--- config.mk ---
export PLATFORM = sky130hd
export DESIGN_NAME = multi_click_button_decoder_core
export DESIGN_NICKNAME = d
export VERILOG_FILES = /design/src/hdl/mcbd_pkg.sv /design/src/hdl/mcbd_click.sv /design/src/hdl/mcbd_blink.sv /design/src/hdl/mcbd_obuf.sv /design/src/hdl/multi_click_button_decoder_core.sv
export SDC_FILE = /design/constraint.sdc
export NUM_CORES = 1
export LEC_CHECK = 0
export BUFFER_PORTS_ARGS = -buffer_cell sky130_fd_sc_hd__buf_2
export CAP_MARGIN = 30
export CORE_AREA = 5 5 156 158
export DETAILED_ROUTE_END_ITERATION = 7
export DIE_AREA = 0 0 161 163
export SLEW_MARGIN = 20
export SYNTH_ARGS = -nofsm -noshare
export SYNTH_HDL_FRONTEND = slang
export SYNTH_SLANG_ARGS = --single-unit
--- constraint.sdc ---
create_clock -name clk -period 12.81 [get_ports clk]
set_input_delay 0 -clock clk [delete_from_list [all_inputs] [get_ports clk]]
set_output_delay 0 -clock clk [all_outputs]
set_load 0.005 [all_outputs]
--- src/hdl/mcbd_pkg.sv ---
`timescale 1ns / 1ps

package mcbd_pkg;

  // Configuration registers are 16 bits wide; timers default to the same width.
  localparam int CFG_W              = 16;
  localparam int TIMER_BITS_DEFAULT = 16;
  localparam int CFG_INDEX_W        = 2;

  // Register indexes on the configuration port.
  localparam logic [CFG_INDEX_W-1:0] REG_DEBOUNCE  = 2'd0;
  localparam logic [CFG_INDEX_W-1:0] REG_GAP       = 2'd1;
  localparam logic [CFG_INDEX_W-1:0] REG_BLINK_ON  = 2'd2;
  localparam logic [CFG_INDEX_W-1:0] REG_BLINK_OFF = 2'd3;

  // Register values after reset.
  localparam logic [CFG_W-1:0] DEBOUNCE_RESET  = 16'd20;
  localparam logic [CFG_W-1:0] GAP_RESET       = 16'd500;
  localparam logic [CFG_W-1:0] BLINK_ON_RESET  = 16'd400;
  localparam logic [CFG_W-1:0] BLINK_OFF_RESET = 16'd200;

  localparam int CLICK_W = 8;
  localparam int BLINK_N_W = 3;

  // Stream data widths (fields padded to whole bytes).
  localparam int S_TDATA_W = 8;
  localparam int M_TDATA_W = 8;

  typedef enum logic [2:0] {
    ACT_NONE            = 3'd0,
    ACT_SET_MARKER      = 3'd1,
    ACT_TOGGLE_SAMPLING = 3'd2,
    ACT_DISABLE_SHELL   = 3'd3,
    ACT_SOFT_RESET      = 3'd4
  } action_t;

  // Request from the click decoder to start a confirm blink run.
  typedef struct packed {
    logic                 start;
    logic [BLINK_N_W-1:0] count;
  } blink_start_t;

  typedef struct packed {
    logic    green_led;
    action_t action;
  } result_t;

endpackage

--- src/hdl/mcbd_click.sv ---
`timescale 1ns / 1ps

module mcbd_click #(
  parameter int TIMER_BITS = mcbd_pkg::TIMER_BITS_DEFAULT
) (
  input  logic                  clk,
  input  logic                  rst,
  input  logic                  advance,
  input  logic                  button_level,
  input  logic                  press_edge,
  input  logic [TIMER_BITS-1:0] debounce_len,
  input  logic [TIMER_BITS-1:0] gap_len,
  output mcbd_pkg::action_t     action,
  output mcbd_pkg::blink_start_t blink_start
);

  logic                         press_in_progress, press_in_progress_next;
  logic [mcbd_pkg::CLICK_W-1:0] click_count, click_count_next;
  logic [TIMER_BITS-1:0]        debounce_left, debounce_left_next;
  logic                         debounce_running, debounce_running_next;
  logic [TIMER_BITS-1:0]        gap_left, gap_left_next;
  logic                         gap_running, gap_running_next;

  logic                  deb_fresh, gap_fresh;
  logic [TIMER_BITS-1:0] deb_dec, gap_dec;
  logic                  deb_expired, gap_expired;

  always_comb begin
    press_in_progress_next = press_in_progress;
    click_count_next       = click_count;
    debounce_left_next     = debounce_left;
    debounce_running_next  = debounce_running;
    gap_left_next          = gap_left;
    gap_running_next       = gap_running;
    deb_fresh              = 1'b0;
    gap_fresh              = 1'b0;
    deb_dec                = '0;
    gap_dec                = '0;
    deb_expired            = 1'b0;
    gap_expired            = 1'b0;
    action                 = mcbd_pkg::ACT_NONE;
    blink_start            = '0;

    // A press edge is a click only outside a press.
    if (press_edge && !press_in_progress) begin
      press_in_progress_next = 1'b1;
      click_count_next       = click_count + mcbd_pkg::CLICK_W'(1);
      debounce_left_next     = debounce_len;
      debounce_running_next  = 1'b1;
      deb_fresh              = 1'b1;
      gap_left_next          = gap_len;
      gap_running_next       = 1'b1;
      gap_fresh              = 1'b1;
    end

    // Debounce one-shot: re-arm while held, else end the press and restart the gap.
    if (debounce_running_next && !deb_fresh) begin
      deb_dec = (debounce_left_next != '0) ? debounce_left_next - TIMER_BITS'(1) : '0;
      debounce_left_next = deb_dec;
      if (deb_dec == '0) begin
        debounce_running_next = 1'b0;
        deb_expired           = 1'b1;
      end
    end
    if (deb_expired) begin
      if (button_level) begin
        debounce_left_next    = debounce_len;
        debounce_running_next = 1'b1;
      end else begin
        gap_left_next          = gap_len;
        gap_running_next       = 1'b1;
        gap_fresh              = 1'b1;
        press_in_progress_next = 1'b0;
      end
    end

    // Gap one-shot: decode the click count.
    if (gap_running_next && !gap_fresh) begin
      gap_dec = (gap_left_next != '0) ? gap_left_next - TIMER_BITS'(1) : '0;
      gap_left_next = gap_dec;
      if (gap_dec == '0) begin
        gap_running_next = 1'b0;
        gap_expired      = 1'b1;
      end
    end
    if (gap_expired) begin
      unique case (click_count_next)
        8'd1: begin
          action            = mcbd_pkg::ACT_SET_MARKER;
          blink_start.start = 1'b1;
          blink_start.count = 3'd1;
        end
        8'd2: begin
          action            = mcbd_pkg::ACT_TOGGLE_SAMPLING;
          blink_start.start = 1'b1;
          blink_start.count = 3'd2;
        end
        8'd4: begin
          action            = mcbd_pkg::ACT_DISABLE_SHELL;
          blink_start.start = 1'b1;
          blink_start.count = 3'd4;
        end
        8'd5: begin
          action            = mcbd_pkg::ACT_SOFT_RESET;
          blink_start.start = 1'b1;
          blink_start.count = 3'd5;
        end
        default: begin
          action = mcbd_pkg::ACT_NONE;
        end
      endcase
      click_count_next = '0;
    end
  end

  always_ff @(posedge clk) begin
    if (rst) begin
      press_in_progress <= 1'b0;
      click_count       <= '0;
      debounce_left     <= '0;
      debounce_running  <= 1'b0;
      gap_left          <= '0;
      gap_running       <= 1'b0;
    end else if (advance) begin
      press_in_progress <= press_in_progress_next;
      click_count       <= click_count_next;
      debounce_left     <= debounce_left_next;
      debounce_running  <= debounce_running_next;
      gap_left          <= gap_left_next;
      gap_running       <= gap_running_next;
    end
  end

`ifndef SYNTHESIS
  // The debounce one-shot runs exactly for the length of a press.
  assert property (@(posedge clk) disable iff (rst) press_in_progress == debounce_running)
    else $error("debounce timer out of step with press state");

  // A running gap timer never sits at zero.
  assert property (@(posedge clk) disable iff (rst) gap_running |-> (gap_left != '0))
    else $error("gap timer running with zero count");
`endif

endmodule

--- src/hdl/mcbd_blink.sv ---
`timescale 1ns / 1ps

module mcbd_blink #(
  parameter int TIMER_BITS = mcbd_pkg::TIMER_BITS_DEFAULT
) (
  input  logic                   clk,
  input  logic                   rst,
  input  logic                   advance,
  input  mcbd_pkg::blink_start_t blink_start,
  input  logic [TIMER_BITS-1:0]  on_len,
  input  logic [TIMER_BITS-1:0]  off_len,
  output logic                   green_led
);

  logic [TIMER_BITS-1:0]          blink_left, blink_left_next;
  logic                           blink_running, blink_running_next;
  logic [mcbd_pkg::BLINK_N_W-1:0] blinks_remaining, blinks_remaining_next;
  logic                           led_state, led_state_next;

  logic                  blink_fresh, blink_expired;
  logic [TIMER_BITS-1:0] blink_dec, next_len;

  always_comb begin
    blink_left_next       = blink_left;
    blink_running_next    = blink_running;
    blinks_remaining_next = blinks_remaining;
    led_state_next        = led_state;
    blink_fresh           = 1'b0;
    blink_expired         = 1'b0;
    blink_dec             = '0;
    next_len              = on_len;

    if (blink_start.start) begin
      led_state_next        = 1'b1;
      blinks_remaining_next = blink_start.count;
      blink_left_next       = on_len;
      blink_running_next    = 1'b1;
      blink_fresh           = 1'b1;
    end

    if (blink_running_next && !blink_fresh) begin
      blink_dec = (blink_left_next != '0) ? blink_left_next - TIMER_BITS'(1) : '0;
      blink_left_next = blink_dec;
      if (blink_dec == '0) begin
        blink_running_next = 1'b0;
        blink_expired      = 1'b1;
      end
    end

    // Swap phase; stop after the last on phase.
    if (blink_expired) begin
      if (led_state_next) begin
        blinks_remaining_next = blinks_remaining_next - mcbd_pkg::BLINK_N_W'(1);
        led_state_next        = 1'b0;
        next_len              = off_len;
      end else begin
        led_state_next = 1'b1;
        next_len       = on_len;
      end
      if (blinks_remaining_next != '0) begin
        blink_left_next    = next_len;
        blink_running_next = 1'b1;
      end
    end

    green_led = led_state_next;
  end

  always_ff @(posedge clk) begin
    if (rst) begin
      blink_left       <= '0;
      blink_running    <= 1'b0;
      blinks_remaining <= '0;
      led_state        <= 1'b0;
    end else if (advance) begin
      blink_left       <= blink_left_next;
      blink_running    <= blink_running_next;
      blinks_remaining <= blinks_remaining_next;
      led_state        <= led_state_next;
    end
  end

`ifndef SYNTHESIS
  // The LED is only lit inside a blink run.
  assert property (@(posedge clk) disable iff (rst) led_state |-> blink_running)
    else $error("LED on with no blink run");

  // A running blink run always has blinks left.
  assert property (@(posedge clk) disable iff (rst)
      blink_running |-> (blinks_remaining != '0))
    else $error("blink run with no blinks remaining");
`endif

endmodule

--- src/hdl/mcbd_obuf.sv ---
`timescale 1ns / 1ps

module mcbd_obuf (
  input  logic              clk,
  input  logic              rst,
  input  logic              load,
  input  mcbd_pkg::result_t result,
  output logic              ready,
  output logic              m_tvalid,
  input  logic              m_tready,
  output mcbd_pkg::result_t m_result
);

  // Take a new result when the buffer is empty or the held one is being drained.
  assign ready = !m_tvalid || m_tready;

  always_ff @(posedge clk) begin
    if (rst) begin
      m_tvalid <= 1'b0;
    end else if (load) begin
      m_tvalid <= 1'b1;
    end else if (m_tready) begin
      m_tvalid <= 1'b0;
    end
  end

  always_ff @(posedge clk) begin
    if (load) begin
      m_result <= result;
    end
  end

endmodule

--- src/hdl/multi_click_button_decoder_core.sv ---
`timescale 1ns / 1ps

// Channel   Dir  Beat content (lowest bit first)
// s_axis    in   tdata: button_level[0], press_edge[1], zero pad[7:2]
// m_axis    out  tdata: action[2:0], green_led[3], zero pad[7:4]
// cfg       in   cfg_we / cfg_index / cfg_data, index 0 debounce, 1 gap, 2 blink on, 3 off
//
// One input beat is one tick and gives exactly one output beat.
// Each tick is decoded combinationally and written at the accept edge into the output
// register, so a beat can be taken every cycle unless the output stalls; the output register sets the rate.
// Reset (rst, synchronous) clears all timers and counts and restores the
// register defaults 20 / 500 / 400 / 200 ticks.
// A stalled output holds its beat; s_tready drops only while it is full and m_tready is low.

module multi_click_button_decoder_core #(
  parameter int TIMER_BITS = mcbd_pkg::TIMER_BITS_DEFAULT
) (
  input  logic                                  clk,
  input  logic                                  rst,
  // Input stream
  input  logic                                  s_tvalid,
  output logic                                  s_tready,
  input  logic [mcbd_pkg::S_TDATA_W-1:0]        s_tdata,   // button_level, press_edge, pad
  // Output stream
  output logic                                  m_tvalid,
  input  logic                                  m_tready,
  output logic [mcbd_pkg::M_TDATA_W-1:0]        m_tdata,   // action[2:0], green_led, pad
  // Configuration write port
  input  logic                                  cfg_we,
  input  logic [mcbd_pkg::CFG_INDEX_W-1:0]      cfg_index,
  input  logic [mcbd_pkg::CFG_W-1:0]            cfg_data
);

  localparam int EXT_W = (TIMER_BITS > mcbd_pkg::CFG_W) ? TIMER_BITS : mcbd_pkg::CFG_W;
  localparam logic [EXT_W-1:0] TIMER_MAX = EXT_W'((64'd1 << TIMER_BITS) - 64'd1);

  // Turn a register value into a one-shot length: zero acts as one,
  // anything above the timer range saturates.
  function automatic logic [TIMER_BITS-1:0] load_len(input logic [mcbd_pkg::CFG_W-1:0] cfg);
    logic [EXT_W-1:0] ext;
    ext = EXT_W'(cfg);
    if (ext == '0) begin
      ext = EXT_W'(1);
    end
    if (ext > TIMER_MAX) begin
      ext = TIMER_MAX;
    end
    return TIMER_BITS'(ext);
  endfunction

  // Lengths are held already converted, so the tick path sees plain loads.
  logic [TIMER_BITS-1:0] debounce_len, gap_len, on_len, off_len;

  always_ff @(posedge clk) begin
    if (rst) begin
      debounce_len <= load_len(mcbd_pkg::DEBOUNCE_RESET);
      gap_len      <= load_len(mcbd_pkg::GAP_RESET);
      on_len       <= load_len(mcbd_pkg::BLINK_ON_RESET);
      off_len      <= load_len(mcbd_pkg::BLINK_OFF_RESET);
    end else if (cfg_we) begin
      unique case (cfg_index)
        mcbd_pkg::REG_DEBOUNCE:  debounce_len <= load_len(cfg_data);
        mcbd_pkg::REG_GAP:       gap_len      <= load_len(cfg_data);
        mcbd_pkg::REG_BLINK_ON:  on_len       <= load_len(cfg_data);
        mcbd_pkg::REG_BLINK_OFF: off_len      <= load_len(cfg_data);
        default: ;
      endcase
    end
  end

  logic                   advance;
  mcbd_pkg::action_t      action;
  mcbd_pkg::blink_start_t blink_start;
  logic                   green_led;
  mcbd_pkg::result_t      result, m_result;

  // Advance the decoder state on every accepted beat.
  assign advance = s_tvalid && s_tready;

  mcbd_click #(
    .TIMER_BITS (TIMER_BITS)
  ) u_click (
    .clk          (clk),
    .rst          (rst),
    .advance      (advance),
    .button_level (s_tdata[0]),
    .press_edge   (s_tdata[1]),
    .debounce_len (debounce_len),
    .gap_len      (gap_len),
    .action       (action),
    .blink_start  (blink_start)
  );

  mcbd_blink #(
    .TIMER_BITS (TIMER_BITS)
  ) u_blink (
    .clk         (clk),
    .rst         (rst),
    .advance     (advance),
    .blink_start (blink_start),
    .on_len      (on_len),
    .off_len     (off_len),
    .green_led   (green_led)
  );

  always_comb begin
    result.action    = action;
    result.green_led = green_led;
  end

  mcbd_obuf u_obuf (
    .clk      (clk),
    .rst      (rst),
    .load     (advance),
    .result   (result),
    .ready    (s_tready),
    .m_tvalid (m_tvalid),
    .m_tready (m_tready),
    .m_result (m_result)
  );

  assign m_tdata = mcbd_pkg::M_TDATA_W'({m_result.green_led, m_result.action});

endmodule

# After elaboration in Yosys (flattened, before gate mapping)

Index checks and enable logic that the tools add are counted.

Flip-flop bits (word level): 133
Latch bits: 0
RAM bits: 0
Bits in read-only memories: 0
Input bits: 31
Word-level logic and storage cells: 133
Memories kept: 0

Add/sub/neg operators: 5
Multipliers: 0
Div/mod/pow operators: 0
Magnitude comparators: 4
Eq/ne operators: 7
Shift-type cells: 0
Mux-type cells: 75
Bitwise gates (word level): 0
Reduce and logical (&&, ||, !) cells: 25

Operator list:

| cell                    | count |
|---|---|
| $mux W16                | 33 |
| $gt A16 B16 Y1 const B  | 4 |
| $logic_not A16 Y1       | 4 |
| $reduce_bool A16 Y1     | 3 |
| $sub A16 B1 Y16 const B | 3 |
| $mux W1                 | 33 |
| $eq A8 B3 Y1 const B    | 2 |
| $mux W8                 | 2 |
| $pmux W4 S4             | 1 |
| $mux W3                 | 4 |
| $pmux W3 S4             | 1 |
| $add A8 B1 Y8 const B   | 1 |
| $eq A8 B1 Y1 const B    | 1 |
| $eq A8 B2 Y1 const B    | 1 |
| $reduce_and A2 Y1       | 4 |
| $logic_and A1 B1 Y1     | 5 |
| $logic_not A1 Y1        | 5 |
| $eq A2 B2 Y1 const B    | 2 |
| $mux W4                 | 1 |
| $reduce_bool A3 Y1      | 1 |
| $sub A3 B1 Y3 const B   | 1 |
| $eq A2 B1 Y1 const B    | 1 |
| $logic_not A2 Y1        | 1 |
| $reduce_bool A2 Y1      | 1 |
| $logic_or A1 B1 Y1      | 1 |

# Depth between registers and ports, before layout

Depth in word-level cells: 25
Mapped depth: 42
Depth with buffers taken out: 31

# Modules after synthesis

From an unflattened synthesis, not the netlist that was laid out.

Cells, all modules: 1166
Area, all modules: 8774.7 um^2

By module, submodules not included:

| module                          | instances | cells each | area an instance (um^2) | seq. area each (um^2) |
|---|---|---|---|---|
| mcbd_click                      | 1         | 532        | 3875.0                  | 860.8 |
| multi_click_button_decoder_core | 1         | 290        | 2386.0                  | 1281.2 |
| mcbd_blink                      | 1         | 336        | 2347.3                  | 420.4 |
| mcbd_obuf                       | 1         | 8          | 166.4                   | 140.1 |

# Worst setup path after synthesis

OpenSTA, ideal clock, no wires.

Path type: register to register
Start point: register u_click.press_in_progress
End point: register u_blink.blink_left[11]
Setup time: 74 ps
Arrival time: 9159 ps
Path slack: 3577 ps
Stages on the path, launching flop included: 41
Buffers on the path: 11
Clock period less this slack: 9233 ps
Path through: dfxtp_1 nand2b_1 buf_6 buf_6 buf_2 clkbuf_1 buf_1 mux2i_1 ha_1 clkbuf_1 nand4_1 o211a_1 o211a_2 a41o_1 a21oi_1 buf_2 buf_1 mux2i_1 [... 5 more ...] nand4_1 o22ai_1 clkbuf_1 mux2i_1 ha_1 clkbuf_1 nand3_1 nor2_1 xnor2_1 o221ai_1 nor4b_1 a21oi_1 nor3_1 nand2_1 nor2_1 buf_2 nand2_1 a31oi_1

Word-level cells in the longest chain between the ends: 22
Elaborated cells between the ends (all ways): 57
Those cells by class: add/sub (4); eq/ne (4); mux (34); reduce/logical (15)

Ends and longest elaborated chain:

| element                                                       | RTL line                           | RTL |
|---|---|---|
| from (decl)                                                   | mcbd_click.sv:17                   | `logic press_in_progress, press_in_progress_next;` |
| from (signal assigned)                                        | mcbd_click.sv:125                  | `press_in_progress <= press_in_progress_next;` |
| $logic_not A1 Y1 (*)                                          | mcbd_click.sv:45                   | `if (press_edge && !press_in_progress) begin` |
| $logic_and A1 B1 Y1 (*)                                       | mcbd_click.sv:45                   |  |
| $mux W16                                                      | mcbd_click.sv:45                   |  |
| $sub A16 B1 Y16 / $reduce_bool A16 Y1 (equally long branches) | mcbd_click.sv:58                   | `deb_dec = (debounce_left_next != '0) ? debounce_left_next - TIMER_BITS'(1) : '0;` |
| $mux W16                                                      | mcbd_click.sv:58                   |  |
| $logic_not A16 Y1                                             | mcbd_click.sv:60                   | `if (deb_dec == '0) begin` |
| $mux W1                                                       | mcbd_click.sv:60                   |  |
| $mux W1                                                       | mcbd_click.sv:57                   | `if (debounce_running_next && !deb_fresh) begin` |
| [... 6 more ...]                                              | n/a                                |  |
| $mux W4 (*)                                                   | mcbd_click.sv:86                   | `if (gap_expired) begin` |
| $mux W16 / $mux W3 (equally long branches)                    | mcbd_blink.sv:33                   | `if (blink_start.start) begin` |
| $sub A16 B1 Y16 (tied with other cells)                       | mcbd_blink.sv:42                   | `blink_dec = (blink_left_next != '0) ? blink_left_next - TIMER_BITS'(1) : '0;` |
| $mux W16 / $mux W3 (equally long branches)                    | mcbd_blink.sv:42, mcbd_blink.sv:52 |  |
| $logic_not A16 Y1 / $mux W3 (equally long branches)           | mcbd_blink.sv:44, mcbd_blink.sv:51 |  |
| $mux W1 / $reduce_bool A3 Y1 (equally long branches)          | mcbd_blink.sv:44, mcbd_blink.sv:60 |  |
| $mux W1 / $mux W16 (equally long branches)                    | mcbd_blink.sv:41, mcbd_blink.sv:60 |  |
| $mux W16 (*)                                                  | mcbd_blink.sv:51                   | `if (blink_expired) begin` |
| to (signal assigned)                                          | mcbd_blink.sv:76                   | `blink_left <= blink_left_next;` |
| to (decl)                                                     | mcbd_blink.sv:15                   | `logic [TIMER_BITS-1:0] blink_left, blink_left_next;` |

Every way passes the cells marked *; elsewhere a longest branch is shown, timed or not. The select of a mux whose other input is x is not followed.
A chain may end at the register's enable or synchronous reset.

# Final worst setup path

Start point: register u_click.press_in_progress
End point: register u_blink.blink_left[12]

The elaborated chain is that of the path after synthesis.

==> Flow_metrics.wiki <==
{| class="wikitable"
! Metric !! Value
|-
| Vias in the first global route || 8525
|-
| Aggregate routed wire length || 28700 um
|-
| Core Footprint || 0.0230 mm^2
|-
| Net total in the final layout || 1281
|-
| Dpl hpwl || 19600 um
|-
| Crit share post-route || 80.2%
|-
| Setup tns final || 0 ns
|-
| Clock power frac || 43.1%
|-
| Yosys Warn Count || 0
|-
| Growth of design area from synthesis to finish || 13.3%
|-
| Largest driver fanout on the critical path || 29
|-
| Number of distinct library cell variants in the gate-level netlist after synthesis || 91
|-
| R2r endpoint || u_blink.blink_left[12]
|-
| Slew at the pin closest to its max-slew limit || 0.869 ns
|-
| Largest net degree at the start of global routing || 92
|-
| Gate Count Post-Synth || 1238
|-
| Setup skew after layout || 0.0147 ns
|-
| Height of the die || 163 um
|-
| Critical path's largest stage delay || 0.60 ns
|-
| Count of flip-flops with a built-in enable after synthesis || 4
|-
| Leak || 0.00370 uW
|-
| # clock sinks || 133
|-
| Max clock buf depth || 2
|-
| Die width || 161 um
|-
| # fillers || 2363
|-
| Final antenna diode count || 0
|-
| Setup repair bufs after CTS || 0
|-
| Total power after layout || 1220 uW
|-
| Switching power total || 369 uW
|-
| Most used DFF post-synth || dfxtp_1
|-
| Kind of capture point of the worst setup path || register
|-
| HP Class || input pin to register
|-
| Fin. Hold Viols || 2
|-
| Worst Hold Slack || -0.0245 ns
|-
| Mean number of vias per cell || 5.93
|-
| Cell count of the worst hold path || 4
|-
| Sequential area share after synthesis || 30.3%
|-
| Final number of max-transition violations || 0
|-
| Mean Syn Cell Area || 7.21 um^2
|-
| Violated checks || negative hold slack
|-
| Flop2flop setup slack || 2.53 ns
|-
| Highest Clock Rate || 97.3 MHz
|-
| Worst setup path category || register to register
|-
| Proportion of synthesized flip-flops having asynchronous set or reset || 0%
|-
| Final critical delay including setup and external delays || 10.28 ns
|-
| Total instance count after detailed placement || 1488
|-
| Fraction of power consumed by combinational cells || 19.0%
|-
| Latest clock arrival within the worst-skew pair || 0.43 ns
|-
| Fraction of synthesized cell area taken by the top area cell type || 28.9%
|-
| Clk pin slew, worst setup/hold paths || 0.07 ns
|-
| Switching portion of total power || 30.3%
|-
| RR Startpoint || u_click.press_in_progress
|-
| Internal power contribution || 850 uW
|-
| Area contributors post-synth || dfxtp_1, nand2_1, a21oi_1
|-
| First-pass iteration count of the detailed router || 5
|-
| Required time worst endpoint || 13.16 ns
|-
| Library cell occupying the most area in the post-synthesis netlist || dfxtp_1
|-
| Critical path startpoint category || register
|-
| Area of the die || 0.0262 mm^2
|-
| Worst Hold End || debounce_len[9]
|-
| Max-cap violation count || 0
|-
| Global-route wire length before repair || 46700 um
|-
| First-iteration detailed-routing DRC count || 852
|-
| Synthesis-stage register bit count || 133
|-
| Fraction of final layout cells sized beyond drive strength 1 || 10.0%
|-
| Resize count post-CTS || 0
|-
| RSZ-0062 raised after global routing || no
|-
| Relative slew slack || 42.0%
|-
| Placed cell areas || 0.00922 mm^2
|-
| Clock Tree Root || clkbuf_16
|-
| Power Density || 121 mW/mm^2
|-
| H-tree levels || 4
|-
| TritonCTS clock tree || yes
|-
| Status || finished with violations
|-
| Effective utilization at floorplan || 38.8%
|-
| # DRC || 0
|-
| Initial antenna violation count || 0
|-
| Cell with the biggest individual delay on the critical path || a21oi_2
|-
| Global routing usage summed across all routing layers || 21.9%
|-
| Number of buffers created by CTS || 17
|-
| Cell area after layout || 0.0101 mm^2
|-
| Buffers on Ports || 30
|-
| Number of placement rows || 56
|-
| Finished Layout Cells || 1545
|-
| Power share of the sequential group || 37.9%
|-
| Pre-CTS setup slack || 2.79 ns
|-
| Max VDD drop || 0.0858 mV
|-
| Critical path data arrival time || 10.63 ns
|-
| Hold-fix buffer count after cts || 19
|-
| Hold Startpoint || cfg_index[1]
|-
| Routed wire length per instance || 18.6 um
|-
| Post-Synthesis Cell Area || 0.00892 mm^2
|-
| Number of ports placed on the die boundary || 41
|-
| Total vias in the final route || 9157
|-
| Global route total overflow || 0
|-
| Minimum setup slack in the final design || 2.53 ns
|-
| R2r worst-path depth || 32
|-
| Placer congestion estimate || 0.915
|-
| Final-report setup violation count || 0
|-
| DRT antenna net count || 0
|}
## stage by stage
| step | hold WS, ns | util (%) |
|---|---|---|
| 2_1_floorplan | 0.124 | - |
| 3_3_place_gp | 0.255 | 40.0 |
| 3_5_place_dp | 0.270 | 40.1 |
| 4_1_cts | 0.0582 | 43.7 |
| 5_1_grt | 0.0162 | 44.0 |
| 6_report | -0.0245 | 44.0 |
## worst max path at each step
stage | startpoint | endpoint | depth (start not counted)
finish | u_click.press_in_progress | u_blink.blink_left[12] | 32
global route | u_click.press_in_progress | u_blink.blink_left[12] | 32
CTS | u_click.press_in_progress | u_blink.blink_left[12] | 32
detailed placement | u_click.press_in_progress | u_blink.blink_left[12] | 32
global placement | u_click.press_in_progress | u_blink.blink_left[12] | 31
floorplan | u_click.press_in_progress | u_blink.blink_left[11] | 40
## registers in the layout, indices dropped and copies added (netlist names)
signal / flops
u_click.press_in_progress: 1
u_blink.blink_running: 1
u_blink.blink_left: 16
u_obuf.m_tvalid: 1
u_blink.blinks_remaining: 3
u_click.gap_left: 16
gap_len: 16
u_obuf.m_result: 4
off_len: 16
u_click.debounce_left: 16
u_click.click_count: 8
u_blink.led_state: 1
on_len: 16
u_click.gap_running: 1
u_click.debounce_running: 1
debounce_len: 16
## per-layer routing
metal	up-vias	GRT usage [%]	share of wire [%]
met5	-	0	0
met4	0	6.13	1.8
met3	44	3.06	5.4
met2	296	34.5	45
met1	4308	31.3	48
li1	4509	-	-
## synth_stat cells (13+ instances only)
cell type / count
nand2_1: 215
dfxtp_1: 129
a21oi_1: 124
nor2_1: 123
clkbuf_1: 73
o21ai_0: 70
nor3_1: 59
nand3_1: 46
mux2i_1: 41
a211oi_1: 29
nor4_1: 23
inv_1: 19
o211ai_1: 18
nand4_1: 16
and3_1: 13
## worst max-delay path: cells and delay by family (launching register included)
family / cells / cell delay, ns
AO/OA/AOI/OAI: 10 / 2.50
AND/OR/NAND/NOR: 12 / 3.73
adder cells (fa/ha/maj): 3 / 1.20
buffers and inverters: 3 / 0.96
multiplexers: 3 / 1.17
XOR/XNOR: 1 / 0.14
flip-flops: 1 / 0.48
## power by group through the flow
| stage | logic (uW) | registers, uW | clock network [uW] |
|---|---|---|---|
| floorplan | 171 | 459 | 0 |
| global placement | 218 | 470 | 0 |
| detailed placement | 220 | 470 | 0 |
| CTS | 226 | 461 | 531 |
| global route | 257 | 464 | 551 |
| finish | 232 | 461 | 525 |
## layout by cell type, fill, tap and decap left out, types with 11 or more instances in the layout
cell	synthesis	routed
a211oi_1	29	29
a21oi_1	124	123
and3_1	13	13
buf_2	3	29
buf_4	5	16
clkbuf_16	0	17
dfxtp_1	129	129
dlygate4sd3_1	0	21
inv_1	19	18
mux2i_1	41	41
nand2_1	215	214
nand3_1	46	46
nand4_1	16	16
nor2_1	123	122
nor3_1	59	58
nor4_1	23	23
o211ai_1	18	18
o21ai_0	70	70
o31ai_1	11	11
or3_1	12	12
xnor2_1	12	12
xor2_1	12	12
## kinds of logic (layout without fill, tap and decap cells)
family | Yosys count | count (layout) | synth area share, %
AO/OA/AOI/OAI | 336 | 336 | 23.9
XOR/XNOR | 25 | 25 | 2.66
adder cells (fa/ha/maj) | 8 | 8 | 1.12
buffers and inverters | 106 | 120 | 4.88
flip-flops | 133 | 133 | 30.3
multiplexers | 48 | 48 | 5.58
other | 1 | 4 | 0.0420
AND/OR/NAND/NOR | 581 | 581 | 31.5
## final cells by class
cell class	count	area, um^2	share of cell area [%]
flip-flops and latches	133	2700	26.7
well taps	290	363	3.59
inverters	19	71.3	0.706
repair buffers	69	523	5.17
clock inverters	10	143	1.41
clock buffers	22	484	4.79
multi-input cells	1002	5820	57.6
(Power assumes the default switching activity.)
